`config.mk`:
```
export PLATFORM = sky130hd
export DESIGN_NAME = zsn_fifo
export DESIGN_NICKNAME = d
export VERILOG_FILES = /design/src/design/zsn_pkg.sv /design/src/design/zsn_fifo.sv
export SDC_FILE = /design/constraint.sdc
export NUM_CORES = 1
export LEC_CHECK = 0
export BUFFER_PORTS_ARGS = -buffer_cell sky130_fd_sc_hd__buf_4
export CORE_MARGIN = 2
export CORE_UTILIZATION = 43
export DETAILED_ROUTE_END_ITERATION = 7
export REMOVE_ABC_BUFFERS = 1
export SYNTH_ARGS = -nofsm -noshare
export SYNTH_HDL_FRONTEND = slang
export SYNTH_SLANG_ARGS = --single-unit
```
`constraint.sdc`:
```
create_clock -name clk_i -period 2.8 [get_ports clk_i]
set_input_delay 0.56 -clock clk_i [delete_from_list [all_inputs] [get_ports clk_i]]
set_output_delay 0.56 -clock clk_i [all_outputs]
set_load 0.01 [all_outputs]
```
`src/design/zsn_pkg.sv`:
```
// shared types and constants of the feature z-score normalizer
// no dependencies
package zsn_pkg;

  localparam int unsigned FEAT_W   = 16;
  localparam int unsigned NUM_DIMS = 4;
  localparam int unsigned Z_W      = 16;
  localparam int unsigned QDEPTH   = 4;
  localparam int unsigned QPTR_W   = 2;
  localparam int unsigned DIM_W    = 2;
  localparam int unsigned BIT_W    = 4;

  // one classified sample travelling from the front to the back
  typedef struct packed {
    logic [NUM_DIMS-1:0][FEAT_W-1:0] feat;
    logic                            last;
    logic                            keep;
  } zsn_item_t;

  typedef enum logic [2:0] {
    ST_LOAD,
    ST_DEVINIT,
    ST_DEV,
    ST_DEVFIN,
    ST_READ,
    ST_NUM,
    ST_ZRUN,
    ST_EMIT
  } back_state_e;

  typedef enum logic [1:0] {
    ZS_IDLE,
    ZS_PREP,
    ZS_STEP,
    ZS_CHECK
  } zdiv_state_e;

endpackage

```
`src/design/zsn_fifo.sv`:
```
// short queue between front and back
// depends on zsn_pkg
module zsn_fifo (
  input  logic               clk_i,
  input  logic               rst_ni,
  input  logic               push_i,
  input  zsn_pkg::zsn_item_t item_i,
  input  logic               pop_i,
  output logic               valid_o,
  output logic               full_o,
  output zsn_pkg::zsn_item_t item_o
);
  import zsn_pkg::*;

  zsn_item_t         mem_q [QDEPTH];
  logic [QPTR_W-1:0] wr_q, rd_q;
  logic [QPTR_W:0]   cnt_q;
  logic              do_push, do_pop;

  assign valid_o = cnt_q != '0;
  assign full_o  = cnt_q == (QPTR_W+1)'(QDEPTH);
  assign item_o  = mem_q[rd_q];
  assign do_push = push_i & ~full_o;
  assign do_pop  = pop_i & valid_o;

  // entry storage
  always_ff @(posedge clk_i) begin
    if (do_push) begin
      mem_q[wr_q] <= item_i;
    end
  end

  // pointers and fill level
  always_ff @(posedge clk_i or negedge rst_ni) begin
    if (!rst_ni) begin
      wr_q  <= '0;
      rd_q  <= '0;
      cnt_q <= '0;
    end else begin
      if (do_push) wr_q <= wr_q + QPTR_W'(1);
      if (do_pop)  rd_q <= rd_q + QPTR_W'(1);
      if (do_push && !do_pop)      cnt_q <= cnt_q + (QPTR_W+1)'(1);
      else if (do_pop && !do_push) cnt_q <= cnt_q - (QPTR_W+1)'(1);
    end
  end

endmodule

```
; After elaboration in Yosys (flattened, before gate mapping)
; Memory sizes are Yosys's and may differ from the RTL's.
; Cells that the tools add are included.
[word_totals]
memories = 1
ff_bits = 7
out_inout_bits = 68
input_bits = 70
word_cells = 22
mem_bits_rw = 264
[memory_table]
columns = memory, depth, width, rd, rd_ports_with_merged_regs, write_ports, line
row1 = mem_q, 4, 66, 1, 0, 1, zsn_fifo.sv:15  ; zsn_item_t mem_q [QDEPTH];
[op_classes]
n_reduce_logical = 6
n_mux = 4
bitwise = 3
n_eq_ne = 1
n_addsub = 4
[op_table]
columns = op, n
row1 = 3-bit two-way mux, 2
row2 = "2-bit by 1-bit adder with 2-bit output, second input constant", 2
row3 = "3-bit by 1-bit adder with 3-bit output, second input constant", 1
row4 = "3-bit equality test, second input constant", 1
row5 = 3-bit nonzero test, 1
row6 = "3-bit by 1-bit subtractor with 3-bit output, second input constant", 1
row7 = 1-bit bitwise AND, 2
row8 = 1-bit logical AND, 2
row9 = 1-bit zero test, 2
row10 = 1-bit two-way mux, 2
row11 = 2-bit nonzero test, 1
row12 = 1-bit NOT, 1

; Logic depth before layout (Yosys ltp)
[logic_depth]
ltp_word = 7
depth_mapped = 9
ltp_nobuf = 8

; Least setup slack after synthesis
; OpenSTA, ideal clock, no wires.
[synth_path]
path_kind = input to register
from = in push_i
to = mem mem_q[0][0] (netlist bit) (enable)
stages = 3
t_arrival_ps = 2391
setup_slack_ps = -22
setup_ps = 431
path_buffers = 1
cell_sequence = nor2b_1 -> buf_2 -> and2_1
[synth_via]
elab_chain_len = 3
[synth_lines]
columns = item, line
row1 = "start, declared", zsn_fifo.sv:6  ; input logic push_i,
row2 = 1-bit bitwise AND, zsn_fifo.sv:23  ; assign do_push = push_i & ~full_o;
row3 = net do_push, zsn_fifo.sv:18  ; logic do_push, do_pop;
row4 = 1-bit two-way mux, zsn_fifo.sv:28  ; if (do_push) begin
row5 = 1-bit two-way mux (implied by the code), zsn_fifo.sv:29  ; mem_q[wr_q] <= item_i;
row6 = "end, declared", zsn_fifo.sv:15
; The timed path passes the listed nets, and every way through them passes these cells.

==> results.yml <==
run_status:
  status: "complete, no violations"
clock_tree:
  clkTransAtPathRegs_ps: 60
  cts-root-buf: "clkbuf_16"
  cts_resized: 0
  htreeDepth: 1
  cts_tree: "done"
  cts_buffers: 28
  cts.sinks: 271
  clockBufferDepth: 3
  clkLatencyLatePin_ps: 530
setup_path:
  cp-start-kind: "flop"
  critPathMaxFanout: 21
  cpMostUsedCell: "buf_4"
  crit_type: "flop to output pin"
  end_kind: "output pin"
  path_cells: "buf_4 > mux4_2 > buf_4"
  slowest_stage: "mux4_2"
  cpPeakStageDelay_ps: 590
  required_ps: 2240
  worst_ep_arrival_time_ps: 2110
synth:
  synthAdderAreaFrac: 0.008292
  synth_top_area_share: 0.7961
  synthMuxAreaShare: 0.1515
  yosys-top-cells-area: "edfxtp_1 (80%), mux4_2 (15%), dfrtp_1 (1.8%)"
  synth-warning-count: 0
  syn_avg_cell_area_um2: 26.21
  synthXorXnorAreaFrac: 0.005277
  yosysUniqueCellTypes: 21
  synth_top_cell_by_area: "edfxtp_1"
  syn_inst: 380
  syn_area_um2: 9958
  synth_top_family_by_area: "multiplexers"
  yosys.area_share.simple: 0.006282
  synth-seq-cells: 271
  seq_area_frac_synth: 0.8137
  synth_compound_area_frac: 0
global_routing:
  gr-usage-all-layers: 0.1453
  grt_pass1_vias: 4758
  overflow: 0
  grt_first_pass_wirelength_um: 26670
  antenna_found_initial: 1
  grt_max_degree: 48
floorplanning:
  die-height_um: 156.2
  start_util: 0.4385
  fp.coreArea_um2: 22710
  floorplan.rows: 55
  dieArea_um2: 24390
  pin_count: 138
  die_w_um: 156.2
placement:
  placed_cells: 799
  dp_slack_ps: 634.7
  dpl.hpwl_um: 10100
  port-buffer-count: 137
  place_congestion: 0.7391
sta:
  maxSlewHeadroom: 0.6853
  rsz0062_at_grt: "no"
  setup_ws_ps: 132.7
  min_period_ps: 2667
  setup_viol: 0
  finalHoldViolCount: 0
  fin_crit_sh: 0.9526
  fmax_ghz: 0.3749
  whs_ps: 227.7
  fin_skew_ps: 17.86
  slew_violations: 0
  tightestPinTransition_ps: 472.0
power:
  switching_share: 0.2747
  power_density_nw_per_um2: 1070
  p_int_uw: 9513
  p_leak_uw: 0.004207
  p_comb_frac: 0.314
  p_sw_uw: 3604
  vdd_ir_drop_max_mv: 0.7991
  clkPwrFrac: 0.262
  seq_power_share: 0.424
route:
  via_per_inst: 5.224
  wl_um: 17510
  ant_nets: 0
  drt_drc_violations_left: 0
  drt_iter0_markers: 237
  vias: 4430
  post_drt_wl_per_cell_um: 20.65
  first_pass_iters: 4
cells_and_area:
  insertedDiodeCount: 0
  synthToLayoutAreaGrowth_pct: 23.13
  n_fill_cell: 1773
  final_util: 0.5399
  drive_above_1_share: 0.4636
  multiInputGateArea_um2: 1717
  final_common_cell: "edfxtp_1"
  mostFrequentLayoutCells: "edfxtp_1 (264), buf_4 (144), mux4_2 (66)"
  nets: 621
  finalNonFillerCells: 848
  regArea_um2: 8110
flow_run:
  max_cap_viol_count: 0
min_path:
  hold_class: "input port to flop"
synthesized netlist by cell type:
| cell type | count |
|---|---|
| and2_1 | 4 |
| buf_1 | 3 |
| buf_12 | 3 |
| buf_2 | 5 |
| buf_4 | 4 |
| buf_6 | 1 |
| dfrtp_1 | 7 |
| edfxtp_1 | 264 |
| fa_1 | 1 |
| ha_1 | 5 |
| inv_1 | 3 |
| mux2_2 | 2 |
| mux4_2 | 66 |
| nand2_1 | 1 |
| nand3_1 | 1 |
| nor2_1 | 1 |
| nor2b_1 | 1 |
| nor3b_2 | 1 |
| or3_1 | 1 |
| xnor2_1 | 4 |
| xor2_1 | 2 |
worst paths after layout:
check                            from            to  slack [ps]  depth (start not counted)
max reg2reg                  cnt_q[0]      cnt_q[2]         650                          8
min                        item_i[59]  mem_q[3][59]         230                          1
min reg2reg                  cnt_q[2]      cnt_q[2]         520                          1
max in group asynchronous      rst_ni       rd_q[1]        2260                          2
min in group asynchronous      rst_ni      cnt_q[1]         370                          2
max                           rd_q[0]     item_o[8]         130                          3
sequential cells by signal (all words and copies together), names as in the netlist:
signal / cells
mem_q: 264
cnt_q: 3
rd_q: 2
wr_q: 2
layer usage:
| layer | vias to the layer above | GRT usage | share of wire |
|---|---|---|---|
| li1 | 1950 | - | - |
| met1 | 2333 | 0.1950 | 0.42 |
| met2 | 120 | 0.2362 | 0.49 |
| met3 | 25 | 0.04167 | 0.067 |
| met4 | 2 | 0.03844 | 0.017 |
| met5 | - | 0 | 0.00091 |
per-stage QoR:
step / TNS [ps] / total power [uW] / instance area [um2]
floorplan: -107610 / 8030 / 9821
global placement: 0 / 9813 / 11400
detailed placement: 0 / 9886 / 11400
CTS: 0 / 13360 / 12260
global route: 0 / 13770 / 12260
finish: 0 / 13120 / 12260
power by group through the flow:
stage                     Clock (uW)  Combinational (uW)  Sequential [uW]
after floorplan                    0                2070             5960
after global placement             0                4220             5600
after detailed placement           0                4230             5650
after CTS                       3540                4240             5570
after global routing            3690                4450             5630
final                           3430                4120             5560
logic make-up (layout without fill, tap and decap cells):
family,count (synthesis),after routing
xor+xnor,6,6
fa+ha+maj,6,6
buf+inv,19,202
flops,271,271
mux,68,68
simple gates,10,10
cell type report:
type	instances	area share
flip-flops and latches	271	0.6614
well taps	285	0.02908
clock buffers	34	0.06071
inverters	3	0.0009184
multi-input cells	90	0.1400
repair buffers	151	0.09878
clock inverters	14	0.009082
worst max-delay path, delay by kind of cell, from the launching register on:
kind | cells | cell delay, ps
flip-flops | 1 | 430
multiplexers | 1 | 590
buffers and inverters | 2 | 560
repair_timing:
item / CTS / global route
hold buffers: 1 / 0
endpoints found under the hold margin: 7 / 0
buffers inserted: 0 / 0
(Power assumes the default switching activity.)
