## src/design/zsn_pkg.sv

```systemverilog
// shared types and constants of the feature z-score normalizer
// no dependencies
package zsn_pkg;

  localparam int unsigned FEAT_W   = 16;
  localparam int unsigned NUM_DIMS = 4;
  localparam int unsigned Z_W      = 16;
  localparam int unsigned QDEPTH   = 4;
  localparam int unsigned QPTR_W   = 2;
  localparam int unsigned DIM_W    = 2;
  localparam int unsigned BIT_W    = 4;

  // one classified sample travelling from the front to the back
  typedef struct packed {
    logic [NUM_DIMS-1:0][FEAT_W-1:0] feat;
    logic                            last;
    logic                            keep;
  } zsn_item_t;

  typedef enum logic [2:0] {
    ST_LOAD,
    ST_DEVINIT,
    ST_DEV,
    ST_DEVFIN,
    ST_READ,
    ST_NUM,
    ST_ZRUN,
    ST_EMIT
  } back_state_e;

  typedef enum logic [1:0] {
    ZS_IDLE,
    ZS_PREP,
    ZS_STEP,
    ZS_CHECK
  } zdiv_state_e;

endpackage

```

## src/design/zsn_front.sv

```systemverilog
// front end: accepts samples, decides store or drop, locks until the set is out
// depends on zsn_pkg
module zsn_front #(
  parameter int MAX_SAMPLES = 64
) (
  input  logic                            clk_i,
  input  logic                            rst_ni,
  input  logic                            start_i,
  output logic                            busy_o,
  input  logic [zsn_pkg::NUM_DIMS-1:0][zsn_pkg::FEAT_W-1:0] feat_i,
  input  logic                            is_last_i,
  input  logic                            fifo_full_i,
  input  logic                            set_done_i,
  output logic                            push_o,
  output zsn_pkg::zsn_item_t              item_o
);
  import zsn_pkg::*;

  localparam int CW = $clog2(MAX_SAMPLES + 1);

  logic [CW-1:0] cnt_q, cnt_d;
  logic          lock_q, lock_d;
  logic          accept;
  logic          keep;

  assign busy_o = lock_q | fifo_full_i;
  assign accept = start_i & ~busy_o;
  assign keep   = cnt_q < CW'(MAX_SAMPLES);

  // classify the incoming sample
  always_comb begin
    item_o.feat = feat_i;
    item_o.last = is_last_i;
    item_o.keep = keep;
  end
  assign push_o = accept;

  // stored-sample count and set lock
  always_comb begin
    cnt_d  = cnt_q;
    lock_d = lock_q;
    if (set_done_i) begin
      lock_d = 1'b0;
    end
    if (accept) begin
      if (is_last_i) begin
        cnt_d  = '0;
        lock_d = 1'b1;
      end else if (keep) begin
        cnt_d = cnt_q + CW'(1);
      end
    end
  end

  always_ff @(posedge clk_i or negedge rst_ni) begin
    if (!rst_ni) begin
      cnt_q  <= '0;
      lock_q <= 1'b0;
    end else begin
      cnt_q  <= cnt_d;
      lock_q <= lock_d;
    end
  end

endmodule

```

## config.mk

```make
export PLATFORM = sky130hd
export DESIGN_NAME = zsn_front
export DESIGN_NICKNAME = d
export VERILOG_FILES = /design/src/design/zsn_pkg.sv /design/src/design/zsn_front.sv
export SDC_FILE = /design/constraint.sdc
export NUM_CORES = 1
export LEC_CHECK = 0
export BUFFER_PORTS_ARGS = -buffer_cell sky130_fd_sc_hd__buf_2
export CAP_MARGIN = 10
export CORE_ASPECT_RATIO = 1.1
export CORE_UTILIZATION = 33
export CTS_BUF_LIST = sky130_fd_sc_hd__clkbuf_8
export DETAILED_ROUTE_END_ITERATION = 16
export PLACE_DENSITY_LB_ADDON = 0.2
export RECOVER_POWER = 50
export SETUP_SLACK_MARGIN = 0.4
export SLEW_MARGIN = 15
export SYNTH_ARGS = -nofsm -noshare
export SYNTH_HDL_FRONTEND = slang
export SYNTH_SLANG_ARGS = --single-unit
```

## constraint.sdc

```tcl
create_clock -name clk_i -period 3.3 [get_ports clk_i]
set_clock_uncertainty 0.1 [all_clocks]
set_input_delay 0.33 -clock clk_i [delete_from_list [all_inputs] [get_ports clk_i]]
set_output_delay 0.33 -clock clk_i [all_outputs]
set_load 0.01 [all_outputs]
```

== Yosys cells after proc, flatten, opt, wreduce, memory -nomap -nowiden ==
Cells that the tools add are included.

* Flip-flop bits (word level): 8
* Bits of input ports: 70
* Logic and storage cells: 14
* Output and inout port bits: 68

* Muxes and demuxes: 5
* Bitwise logic cells: 3
* Add/sub/neg operators: 1
* $lt $le $gt $ge: 1
* Reduce and logical (&&, ||, !) cells: 2

{| class="wikitable"
|+ Operators by type and width
! cell !! count
|-
| $mux W7 || 2
|-
| $add A7 B1 Y7 const B || 1
|-
| $lt A7 B7 Y1 const B || 1
|-
| $mux W1 || 3
|-
| $reduce_and A2 Y1 || 1
|-
| $reduce_bool A2 Y1 || 1
|-
| $and A1 B1 Y1 || 1
|-
| $not A1 Y1 || 1
|-
| $or A1 B1 Y1 || 1
|}

== Longest topological paths before layout ==
Gate-level depths: netlist of run 1.

* Depth in word-level cells: 4
* Gate-level depth with buffers: 5

== Worst setup path after synthesis of run 1 ==
OpenSTA, ideal clock, no wires.

* Path type: register to register
* Start: register lock_q
* End: register cnt_q[4]
* Stages on the path, launching flop included: 5
* Data required time: 3.123 ns
* Buffers on the path: 1
* Arrival: 1.481 ns
* Setup slack: 1.642 ns
* Setup time: 0.077 ns
* Cell sequence: dfrtp_1 > or3b_1 > buf_6 > or4_1 > a21oi_1

* Cells in the longest elaborated chain, start to end: 4

{| class="wikitable"
|+ RTL lines
! what !! line !! RTL
|-
| start: declaration || zsn_front.sv:22 || <nowiki>logic lock_q, lock_d;</nowiki>
|-
| start signal: assignment || zsn_front.sv:61 || <nowiki>lock_q <= lock_d;</nowiki>
|-
| $or A1 B1 Y1 || zsn_front.sv:26 || <nowiki>assign busy_o = lock_q | fifo_full_i;</nowiki>
|-
| $not A1 Y1 || zsn_front.sv:27 || <nowiki>assign accept = start_i & ~busy_o;</nowiki>
|-
| $and A1 B1 Y1 || zsn_front.sv:27 ||
|-
| $reduce_and A2 Y1 (no line) || -- ||
|-
| end signal: assignment || zsn_front.sv:60 || <nowiki>cnt_q <= cnt_d;</nowiki>
|-
| end: declaration || zsn_front.sv:21 || <nowiki>logic [CW-1:0] cnt_q, cnt_d;</nowiki>
|}

No other way between the ends.
A chain may end at the register's enable or synchronous reset.

== Final worst setup path of run 1 ==
* Start: register lock_q
* End: output push_o

* Cells in the longest elaborated chain, start to end: 3

{| class="wikitable"
|+ RTL lines
! what !! line !! RTL
|-
| $or A1 B1 Y1 || zsn_front.sv:26 ||
|-
| $not A1 Y1 || zsn_front.sv:27 ||
|-
| $and A1 B1 Y1 || zsn_front.sv:27 ||
|-
| end: declaration || zsn_front.sv:14 || <nowiki>output logic push_o,</nowiki>
|}

No other way between the ends.

==> results.cfg, run 1 <==
[critical_path]
worstPathRequired_ps = 2870
r2r_start = lock_q
path_cells = or3b_1 -> inv_1 -> buf_2
crit_path_end_kind = primary output
cp_slowest_cell = or3b_1
slowest_delay_ps = 510
crit_arrival_ps = 1410
worstSetupStartpoint = lock_q
setup.worst_path.class = reg2out
cp_max_fo = 10
start_kind = flip-flop
rr_worst_depth = 3

[clock_network]
htreeDepth = 1
clock-root-buffer = clkbuf_8
clk_pin_slew_worst_paths_ps = 40
insertion_delay_ps = 230
cts_tree = built
cts_buffer_depth = 2
cts_setup_buffers = 0
clock_sinks = 8
cts_made_buffers = 3

[hold_path]
hold_path.class = in2reg
hp-start = set_done_i
min_path_cells = 2

[routing]
dr.pass1.iters = 3
wl_per_cell_um = 15.1
vias = 453
drtAntennaViolNets = 0
drc = 0
wl_um = 1360
vias_per_cell = 5.03
drt_iter0_markers = 2

[finish]
design_area_um2 = 571
final_cell_mix = buf_2 (9), dfrtp_1 (8), inv_1 (5)
layout_commonest_cell = buf_2
area.growth.synth_to_final_pct = -39.4
multiInputGateArea_um2 = 216
fill_cells = 277
layout-drive-gt1-share_pct = 25.4
fin_util_pct = 22.0
diodes = 0
regArea_um2 = 200
nNetsFinal = 132

[global_route]
grt_pass1_vias = 474
overflow = 0
track_usage_pct = 10.1
antenna_found_initial = 0
grt_max_degree = 11
grt_pass1_wl_um = 2130

[sta]
slew_violations = 0
hold_slack_ps = 169
period_minus_slack_ps = 1840
hold_violations = 0
period_share_pct = 55.8
tns_ps = 0
worst_pin_slew_ps = 440
rsz0062_at_grt = false
finalSetupViolCount = 0
clock.fmax_ghz = 0.543
slew_headroom_pct = 70.6

[power]
switching_power_uw = 72.4
power_uw = 279
power.leakage_uw = 0.000254
ir_drop_mv = 0.214
p_clk_share_pct = 43.6
comb_power_share_pct = 13.5
p_seq_share_pct = 42.8
p_int_uw = 206
switching_share_pct = 26.0
power.density_mw_per_mm2 = 488

[placement]
gp_congestion = 0.631
portBuffers = 9
placed_area_um2 = 519

[run]
cap_violations = 0

[die]
die_h_um = 58.0
floorplan.initialDensity_pct = 36.4
row_count = 19
die_area_mm2 = 0.00307
io_pins = 138
core_area_mm2 = 0.00259
die_w_um = 52.9

[yosys]
synth_area_leader_cell = buf_4
synth.net_count = 184
ys_warn_count = 0
syn_area_um2 = 942
ys_ff_latch = 8
synth_area_leaders = buf_4 (53%), dfrtp_1 (21%), mux2i_1 (2.1%)
syn_inst = 113
synth_top_area_share_pct = 52.6
seq_area_frac_synth_pct = 21.2
syn_area_per_cell_um2 = 8.34
synth_cell_types = 22

[status]
status = finished clean
==> layout make-up <==
cell class,instances,share of cell area [%]
clock buffers,3,7.24
inverters,5,3.29
multi-input cells,33,37.9
flip-flops and latches,8,35.1
well taps,31,6.80
repair buffers,10,9.65
==> power groups by stage <==
stage                     combinational [uW]  sequential, uW  clock [uW]
final                                   37.6             119         122
after floorplan                          107             118           0
after global placement                  37.3             122           0
after CTS                               38.8             120         126
after detailed placement                37.0             121           0
after global routing                    46.2             121         129
==> worst max-delay path: cells and delay by family, from the launching register on <==
kind | cells | cell delay [ps]
flops | 1 | 390
buf+inv | 2 | 270
simple gates | 1 | 510
==> logic make-up after synthesis <==
group	share of synthesized area, %
DFF	21.2
buffers and inverters	55.8
AOI/OAI and AO/OA	6.64
muxes	2.12
and+or+nand+nor	12.9
adders and majority gates	1.33
==> through the flow <==
stage | cells | setup slack [ps]
finish | 90 | 1460
global route | 90 | 1390
CTS | 90 | 1460
detailed placement | 86 | 1460
global placement | 86 | 1480
floorplan | 113 | 1640
==> registers in the layout, summed over array words and instances (netlist names) <==
register / count
cnt_q: 7
lock_q: 1
==> final timing paths <==
| kind | to | slack (ps) |
|---|---|---|
| max | push_o | 1460 |
| min in group asynchronous | cnt_q[6] | 380 |
| min reg2reg | cnt_q[0] | 450 |
| max reg2reg | cnt_q[4] | 1510 |
| min | lock_q | 170 |
| max in group asynchronous | cnt_q[4] | 2550 |
==> cells in the mapped netlist (all sizes together) <==
master  instances
buf            67
a21oi           2
o31ai           2
and2            1
nand2b          3
or4bb           1
mux2i           2
dfrtp           8
nor2            1
or2             1
or3b            1
a21o            1
ha              1
nor2b           1
nand3           2
or4             2
nand2           4
o31a            1
nor4            3
o21ai           4
inv             5
==> routing by layer <==
metal / GRT usage, % / up-vias / share of wire (%)
met5: 0 / - / 0
met4: 15.8 / 0 / 8.9
met3: 4.46 / 23 / 13
met2: 12.8 / 46 / 39
li1: - / 191 / -
met1: 9.71 / 193 / 39
==> repair_timing <==
| action | in CTS | in global routing |
|---|---|---|
| hold buffers | 1 | 0 |
| endpoints found under the hold margin | 8 | 0 |
| resized for setup | 0 | 0 |
| endpoints found under the setup margin | 0 | 0 |
Note: power is estimated with default switching activity, not from simulation.
==> inputs of run 2 (changes only) <==
- ABC_AREA: unset -> 1
- CORE_UTILIZATION: 33 -> 31
- clock period: 3.3 -> 1.85 ns (I/O delays scaled with it)
==> run 2 against run 1 <==
Effect of this change: utilization fell by 1.5 points; via count fell by 0.44%; sequential share of layout area fell by 0.53 points; area after synthesis fell by 0.53%; sequential power rose by 91%; routed wire length rose by 12%; critical path depth rose by 1; cell count rose by 13%; worst setup slack got worse by 940 ps; power rose by 83%; register-to-register slack got worse by 960 ps; non-clock buffer count did not move; highest routed layer unchanged.
==> results.cfg, run 2 <==
[run]
cap_violations = 0

[hold_path]
hold_path.class = in2reg
hp-start = set_done_i
min_path_cells = 2
whs_endpoint = lock_q

[sta]
period_minus_slack_ps = 1330
hold_slack_ps = 32.3
hold_violations = 0
rsz0062_at_grt = false
fin_ws_ps = 517
period_share_pct = 72.0
slew_violations = 0
worst_pin_slew_ps = 209
tns_ps = 0
clock.fmax_ghz = 0.750
finalSetupViolCount = 0
slew_headroom_pct = 86.1

[clock_network]
clk_pin_slew_worst_paths_ps = 40
insertion_delay_ps = 230
cts_buffer_depth = 2
cts_made_buffers = 3
htreeDepth = 1
clock_sinks = 8
clock-root-buffer = clkbuf_8
cts_setup_buffers = 0
cts_tree = built

[yosys]
ys_ff_latch = 8
synth_edf_count = 0
synthSimpleGateAreaFrac_pct = 16.7
synth_common_cells = buf_4 (66), nand2_1 (11), inv_1 (9), dfrtp_1 (8), nand3_1 (8)
syn_area_per_cell_um2 = 7.68
synth_async_sr_flop_share_pct = 100
syn_area_um2 = 937
synth_cell_types = 16
synth_fa_ha_area_share_pct = 1.34
ys_warn_count = 0
syn_inst = 122
seq_area_frac_synth_pct = 21.4
synth_top_family_by_area = buffers and inverters
synth.net_count = 193
muxShareOfSynthArea_pct = 0
synth-xor-area-share_pct = 0
synth_area_leaders = buf_4 (53%), dfrtp_1 (21%), nand2_1 (4.4%)
synthFlopType = dfrtp_1
synth_top_area_share_pct = 52.9
synth_area_leader_cell = buf_4
synth.most_common_cell = buf_4
synth-compound-area-share_pct = 3.74

[global_route]
track_usage_pct = 9.98
overflow = 0
grt_pass1_vias = 468
grt_pass1_wl_um = 2190
antenna_found_initial = 0
grt_max_degree = 10

[critical_path]
rr_worst_depth = 5
reg2reg_to = cnt_q[6]
setup.worst_path.class = reg2out
reg2reg_slack_ps = 550
r2r_start = cnt_q[0]
crit_path_end_kind = primary output
start_kind = flip-flop
cp_max_fo = 3
worstSetupStartpoint = lock_q
crit_arrival_ps = 1050
worstPathRequired_ps = 1560

[placement]
dp_cells = 98
dp.final_hpwl_um = 1270
dpl_worst_slack_ps = 547
gp_congestion = 0.693
portBuffers = 9

[finish]
stdcell_count = 102
nNetsFinal = 142
diodes = 0
layout_commonest_cell = nand2_1
layout-drive-gt1-share_pct = 26.1
final_cell_mix = nand2_1 (11), inv_1 (9), buf_2 (9)
fin_util_pct = 20.5
area.growth.synth_to_final_pct = -38.2
regMostFlops = cnt_q
largestRegisters = cnt_q x7, lock_q x1
largest_reg_flops = 7

[routing]
drt_iter0_markers = 9
dr.pass1.iters = 3
vias = 451
wl_um = 1520
wl_per_cell_um = 14.9
drtAntennaViolNets = 0
drc = 0
vias_per_cell = 4.42

[die]
die_w_um = 54.4
die_h_um = 59.7
die_area_mm2 = 0.00325
row_count = 20
core_area_mm2 = 0.00283
floorplan.initialDensity_pct = 33.1
io_pins = 138

[power]
power.leakage_uw = 0.000287
ir_drop_mv = 0.234
power.density_mw_per_mm2 = 878

[status]
status = finished clean
==> run 2: cell count changes after synthesis, sizes merged, moves of 3 or more <==
cell / change
nand2b: -3
nand3: +6
inv: +5
nand2: +8
nor4: -3
nor2: +8
==> run 2: layout make-up <==
type,count,area (um^2)
Tap cell,33,41.3
Inverter,10,37.5
Timing Repair Buffer,10,55.1
Fill cell,324,2250
Multi-Input combinational cell,38,204
Sequential cell,8,200
Clock buffer,3,41.3
==> run 2: routing by layer <==
layer,vias to the layer above,track usage [%],share of wire (%)
met1,186,8.47,29
li1,203,-,-
met5,-,0,0
met3,17,5.60,17
met2,45,15.9,51
met4,0,9.52,3.7
==> run 2: where the power goes <==
part	internal [uW]	switching, uW
sequential	197	29.2
clock	141	70.4
combinational	29.9	40.4
==> run 2: worst max path at each step <==
stage | endpoint | slack, ps
floorplan | cnt_q[4] | 680
global placement | cnt_q[4] | 550
detailed placement | cnt_q[6] | 550
CTS | push_o | 500
global route | cnt_q[6] | 420
finish | push_o | 520
==> run 2: metrics by stage <==
| step | instance area (um^2) | power [uW] |
|---|---|---|
| 6_report | 579 | 508 |
| 5_1_grt | 579 | 544 |
| 4_1_cts | 579 | 517 |
| 3_5_place_dp | 528 | 299 |
| 3_3_place_gp | 528 | 301 |
| 2_1_floorplan | 937 | 414 |
==> run 2: critical path, cell delays in order (launching register included) <==
cell and delay (ps):
dfrtp_1 380, nor2_2 110, nand2_2 110, inv_1 90, buf_2 130
==> run 2: kinds of logic (layout without fill, tap and decap cells) <==
family,Yosys count,in the layout
buf+inv,76,23
flops,8,8
simple gates,30,30
compound gates,7,7
fa+ha+maj,1,1
==> run 2: repair_timing <==
action                    CTS  global route
resized for setup           0             0
hold buffers                1             0
hold endpoints to repair    8             0
